[config.mk]
export PLATFORM = sky130hd
export DESIGN_NAME = ate_front
export DESIGN_NICKNAME = d
export VERILOG_FILES = /design/src/rtl/core/ate_pkg.sv /design/src/rtl/core/ate_front.sv
export SDC_FILE = /design/constraint.sdc
export NUM_CORES = 1
export LEC_CHECK = 0
export ABC_AREA = 1
export BUFFER_PORTS_ARGS = -buffer_cell sky130_fd_sc_hd__buf_2
export CORE_AREA = 5 5 141 143
export CTS_CLUSTER_DIAMETER = 60
export DETAILED_ROUTE_END_ITERATION = 10
export DIE_AREA = 0 0 146 148
export GPL_ROUTABILITY_DRIVEN = 0
export GPL_TIMING_DRIVEN = 0
export HOLD_SLACK_MARGIN = 0.08
export PLACE_DENSITY = 0.83
export SKIP_CTS_REPAIR_TIMING = 1
export SYNTH_ARGS = -nofsm -noshare
export SYNTH_HDL_FRONTEND = slang
export SYNTH_SLANG_ARGS = --single-unit
[constraint.sdc]
create_clock -name i_clk -period 17.4 [get_ports i_clk]
set_input_delay 1.74 -clock i_clk [delete_from_list [all_inputs] [get_ports i_clk]]
set_output_delay 1.74 -clock i_clk [all_outputs]
set_load 0.005 [all_outputs]
[src/rtl/core/ate_pkg.sv]
// shared types and constants of the affine transform engine
`timescale 1ns / 1ps
package ate_pkg;

    localparam int DATA_W        = 32;
    localparam int FRAC_BITS_DEF = 16;
    localparam int ELEM_CNT      = 16;
    localparam int PROD_W        = 2 * DATA_W;
    localparam int ACC_W         = PROD_W + 2;
    localparam int S_TDATA_W     = 136;
    localparam int M_TDATA_W     = 96;
    localparam int QUEUE_DEPTH   = 2;

    // last sequencer step of each long command
    localparam logic [5:0] CMP_LAST_STEP = 6'd63;
    localparam logic [3:0] XF_LAST_STEP  = 4'd11;

    // command codes as they arrive on the stream
    typedef enum logic [1:0] {
        OP_WR_CUR  = 2'd0,
        OP_WR_OPD  = 2'd1,
        OP_COMPOSE = 2'd2,
        OP_XFORM   = 2'd3
    } t_op;

    // back end sequencer states
    typedef enum logic [1:0] {
        ST_IDLE,
        ST_ISSUE,
        ST_DRAIN
    } t_state;

    // one classified command in the queue
    typedef struct packed {
        t_op                op;
        logic [3:0]         idx;
        logic [DATA_W-1:0]  value;
        logic [DATA_W-1:0]  px;
        logic [DATA_W-1:0]  py;
        logic [DATA_W-1:0]  pz;
    } t_cmd;

    // bookkeeping that travels with each multiply-accumulate
    typedef struct packed {
        logic       first;
        logic       last;
        logic       xf;
        logic [1:0] row;
        logic [1:0] col;
    } t_mac_tag;

endpackage

[src/rtl/core/ate_front.sv]
// front end: takes command beats, classifies them and queues them
`timescale 1ns / 1ps
module ate_front (
    input  logic                           i_clk,
    input  logic                           i_rst_n,
    input  logic                           s_axis_tvalid,
    output logic                           s_axis_tready,
    // cmd[1:0] row[3:2] col[5:4] value[37:6] point_x[69:38] point_y[101:70] point_z[133:102]
    input  logic [ate_pkg::S_TDATA_W-1:0]  s_axis_tdata,
    output logic                           o_q_valid,
    input  logic                           i_q_ready,
    output ate_pkg::t_cmd                  o_q_cmd
);
    import ate_pkg::*;

    t_cmd       r_q [QUEUE_DEPTH];
    logic       r_wr_ptr, n_wr_ptr;
    logic       r_rd_ptr, n_rd_ptr;
    logic [1:0] r_count, n_count;
    t_cmd       dec_cmd;
    logic       push, pop;

    // field split of the incoming beat
    always_comb begin
        dec_cmd.op    = t_op'(s_axis_tdata[1:0]);
        dec_cmd.idx   = {s_axis_tdata[3:2], s_axis_tdata[5:4]};
        dec_cmd.value = s_axis_tdata[37:6];
        dec_cmd.px    = s_axis_tdata[69:38];
        dec_cmd.py    = s_axis_tdata[101:70];
        dec_cmd.pz    = s_axis_tdata[133:102];
    end

    assign s_axis_tready = (r_count != 2'(QUEUE_DEPTH));
    assign o_q_valid     = (r_count != 2'd0);
    assign o_q_cmd       = r_q[r_rd_ptr];
    assign push          = s_axis_tvalid && s_axis_tready;
    assign pop           = o_q_valid && i_q_ready;

    // queue pointers and fill count
    always_comb begin
        n_wr_ptr = push ? ~r_wr_ptr : r_wr_ptr;
        n_rd_ptr = pop ? ~r_rd_ptr : r_rd_ptr;
        n_count  = r_count;
        if (push && !pop) begin
            n_count = r_count + 2'd1;
        end else if (pop && !push) begin
            n_count = r_count - 2'd1;
        end
    end

    always_ff @(posedge i_clk) begin
        if (!i_rst_n) begin
            r_wr_ptr <= 1'b0;
            r_rd_ptr <= 1'b0;
            r_count  <= 2'd0;
        end else begin
            r_wr_ptr <= n_wr_ptr;
            r_rd_ptr <= n_rd_ptr;
            r_count  <= n_count;
        end
    end

    // queue storage
    always_ff @(posedge i_clk) begin
        if (push) begin
            r_q[r_wr_ptr] <= dec_cmd;
        end
    end

endmodule

; Word-level counts from Yosys, hierarchy flattened
; Memories as Yosys holds them, arrays and structs flattened. A register that Yosys moved wholly into a read port is not among the register bits.
; Index checks and enable logic that the tools add are counted.
[word_totals]
register_bits = 4
mem_bits_rw = 268
inputBits = 140
output_inout_bits = 136
word_cells = 23
n_memories = 1
[classes]
n_addsub = 2
n_eq_ne = 1
muxes = 6
bitwise = 2
reduce_logical = 8
[mem_list]
columns = memory, words, word_bits, rd, rd_clocked_by_memory_dff, wr, line_no
row1 = r_q, 2, 134, 1, 1, 1, ate_front.sv:16  ; t_cmd r_q [QUEUE_DEPTH];
[op_table]
columns = op, n
row1 = $logic_and A1 B1 Y1, 4
row2 = $mux W1, 4
row3 = $mux W2, 2
row4 = $reduce_bool A2 Y1, 2
row5 = $add A2 B1 Y2 const B, 1
row6 = $logic_not A1 Y1, 2
row7 = $ne A2 B2 Y1 const B, 1
row8 = $not A1 Y1, 2
row9 = $sub A2 B1 Y2 const B, 1

; Depth between registers and ports, before layout
[logic_depth]
ltp_word = 6
ltp_mapped = 11
ltp_nobuf = 11

; Worst setup path after synthesis
; OpenSTA, ideal clock, no wires.
[synth_path]
kind = in2reg
from = in s_axis_tvalid
to = mem r_q[0][0] (netlist bit), enable pin
setup_ps = 629
arrival_ps = 7396
required_ps = 16771
path_slack_ps = 9375
stages = 2
n_path_buf = 0
path_cell_list = nand2_1 -> nor2_1
[synth_between]
elab_chain_len = 3
[synth_rtl]
columns = item, line_no
row1 = from (decl), ate_front.sv:6  ; input logic s_axis_tvalid,
row2 = $logic_and A1 B1 Y1, ate_front.sv:36  ; assign push = s_axis_tvalid && s_axis_tready;
row3 = $mux W1, ate_front.sv:65  ; if (push) begin
row4 = $mux W1 (not written as such), ate_front.sv:66  ; r_q[r_wr_ptr] <= dec_cmd;
row5 = to (decl), ate_front.sv:16
; No other way between the ends.

==> metrics <==
Period minus WS final=3.59 ns; fmax=279 MHz; final setup skew=0.0282 ns; min-delay worst type=reg2reg; H-tree lvl count=1; Slew @ Worst Pin=0.754 ns; slew margin rel.=49.6%; yosys warns=0; layout overhead on the synthesized area=26.8%; crit path max fanout=10; non-filler instance count after layout=1021; IO Port Bufs=273; Num CTS Buffers=28; synth unique cells=15; Placement Cell Area=0.0120 mm2; Worst EP arrival=1.85 ns; power consumption=1.83 mW; Die Area=0.0216 mm2; later-pin clock latency in the skew report=0.54 ns; Mapped Nets=595; layout cell share with drive strength beyond 1=59.7%; clk root buf=clkbuf_16; number of fill cells=1157; Lkg Pwr=4.99 nW; Layout Nets=906; row count=50; FF-to-FF path depth=7; Design Area, Final=0.0129 mm2; core outline area=0.0185 mm2; Startpoint Class=register; detailed placement HPWL=14500 um; # DRC=0; first-pass GRT wire length=31600 um; max-cap viol count=0; flops & latches, synth=273; RSZ-0062 raised after global routing=false; mapped cell area=0.0101 mm2; via count=5236; Pwr Density=142 mW/mm2; synthesized instance count=454; DR WL/cell=20.2 um; total routed wirelength=20600 um; gr usage total=18.5%; final slew viol count=0; Yosys top cell area share=79.3%; vias in the first global route=5754; Max VDD drop=0.107 mV; clock tree sinks=273; kind of critical path=reg2out; Initial Util=55.0%; First DRT Iteration DRCs=176; largest net degree at the start of global routing=36; final hold violations=0; Final setup viols=0; Longest Clk Path Bufs=3; DP Cell Count=969; most frequent cells in the layout=buf_2 (280), edfxtp_1 (268), mux2_2 (74); synth top area cells=edfxtp_1 (79%), mux2_4 (8.9%), mux2_2 (8.2%); cell taking the most area after synthesis=edfxtp_1; Die Span Y=148 um; initial antenna violation count=0; Routed Antenna Nets=0; Die W=146 um; status=finished, final reports clean; Required @ worst endpoint=15.66 ns; detail-routed via count per cell=5.13; final cycle utilization of the critical path=20.6%; setup tns final=0 ns; critical path endpoint category=output pin; sequential element share of the synthesized area=80.3%; GRT Residual Overflow=0; Hold Path Stages=2; # IOs=276; CTS clk-pin slew, worst paths=0.06 ns; 1st-pass router iterations=4; CTS tree=yes; most common cell after layout, fill and taps aside=buf_2; Avg Inst Size Synth=22.4 um2
[where the power goes]
part	switching [mW]	leakage, nW	internal (mW)
Clock	0.226	0.421	0.328
Sequential	0.0238	2.54	0.831
Combinational	0.201	2.03	0.216
Total	0.452	4.99	1.37
[logic make-up after synthesis]
group,share of synthesized area [%]
AO/OA/AOI/OAI,0.222
adder cells (fa/ha/maj),0.123
buffers and inverters,1.53
flip-flops,80.3
multiplexers,17.1
AND/OR/NAND/NOR,0.740
[per-stage QoR]
step,setup slack [ns],hold WS (ns),utilization [%]
floorplan,9.38,0.467,-
global placement,6.90,0.479,64.0
detailed placement,13.70,0.534,65.0
CTS,13.75,0.549,69.7
global route,13.69,0.581,69.7
finish,13.81,0.536,69.7
[metal layers]
layer	routed length (um)	vias to the layer above	track usage, %	share of wire (%)
met5	0	-	0	0
li1	-	2415	-	-
met2	10600	230	33.1	51
met4	436	0	4.66	2.1
met1	7580	2561	21.3	37
met3	2010	30	6.77	9.7
[path summary, 6_finish.rpt]
check	startpoint	endpoint	slack, ns
max	register	o_q_cmd[81]	13.81
min reg2reg	r_rd_ptr	r_rd_ptr	0.54
max reg2reg	r_count[0]	r_q[0][88]	14.89
min	r_rd_ptr	r_rd_ptr	0.54
[flip-flops by register name (all words and copies together), names as in the netlist, named ones only]
name      cells
r_count       2
r_rd_ptr      1
r_wr_ptr      1
r_q         268
[critical path, stage by stage (launching register included)]
cell,delay (ns)
dfxtp_1,0.33
buf_6,0.14
buf_6,0.19
buf_6,0.20
mux2_4,0.31
buf_2,0.14
[area by class of cell]
| cell class | count | area, um2 | share of cell area [%] |
|---|---|---|---|
| inverters | 8 | 30.0 | 0.233 |
| well taps | 234 | 293 | 2.27 |
| repair buffers | 281 | 1540 | 12.0 |
| plain buffers | 15 | 125 | 0.972 |
| clock buffers | 41 | 790 | 6.13 |
| multi-input cells | 158 | 1860 | 14.4 |
| clock inverters | 10 | 82.6 | 0.642 |
| flip-flops and latches | 273 | 8150 | 63.3 |
| diodes | 1 | 2.50 | 0.0194 |
[synth_stat cells, drive strengths merged]
cell type	count
nand3	1
nor2	8
buf	15
nand2	9
a21oi	1
edfxtp	268
nand4	1
o21ai	2
dfxtp	5
inv	8
mux2	134
ha	1
o21a	1
(Power assumes the default switching activity.)
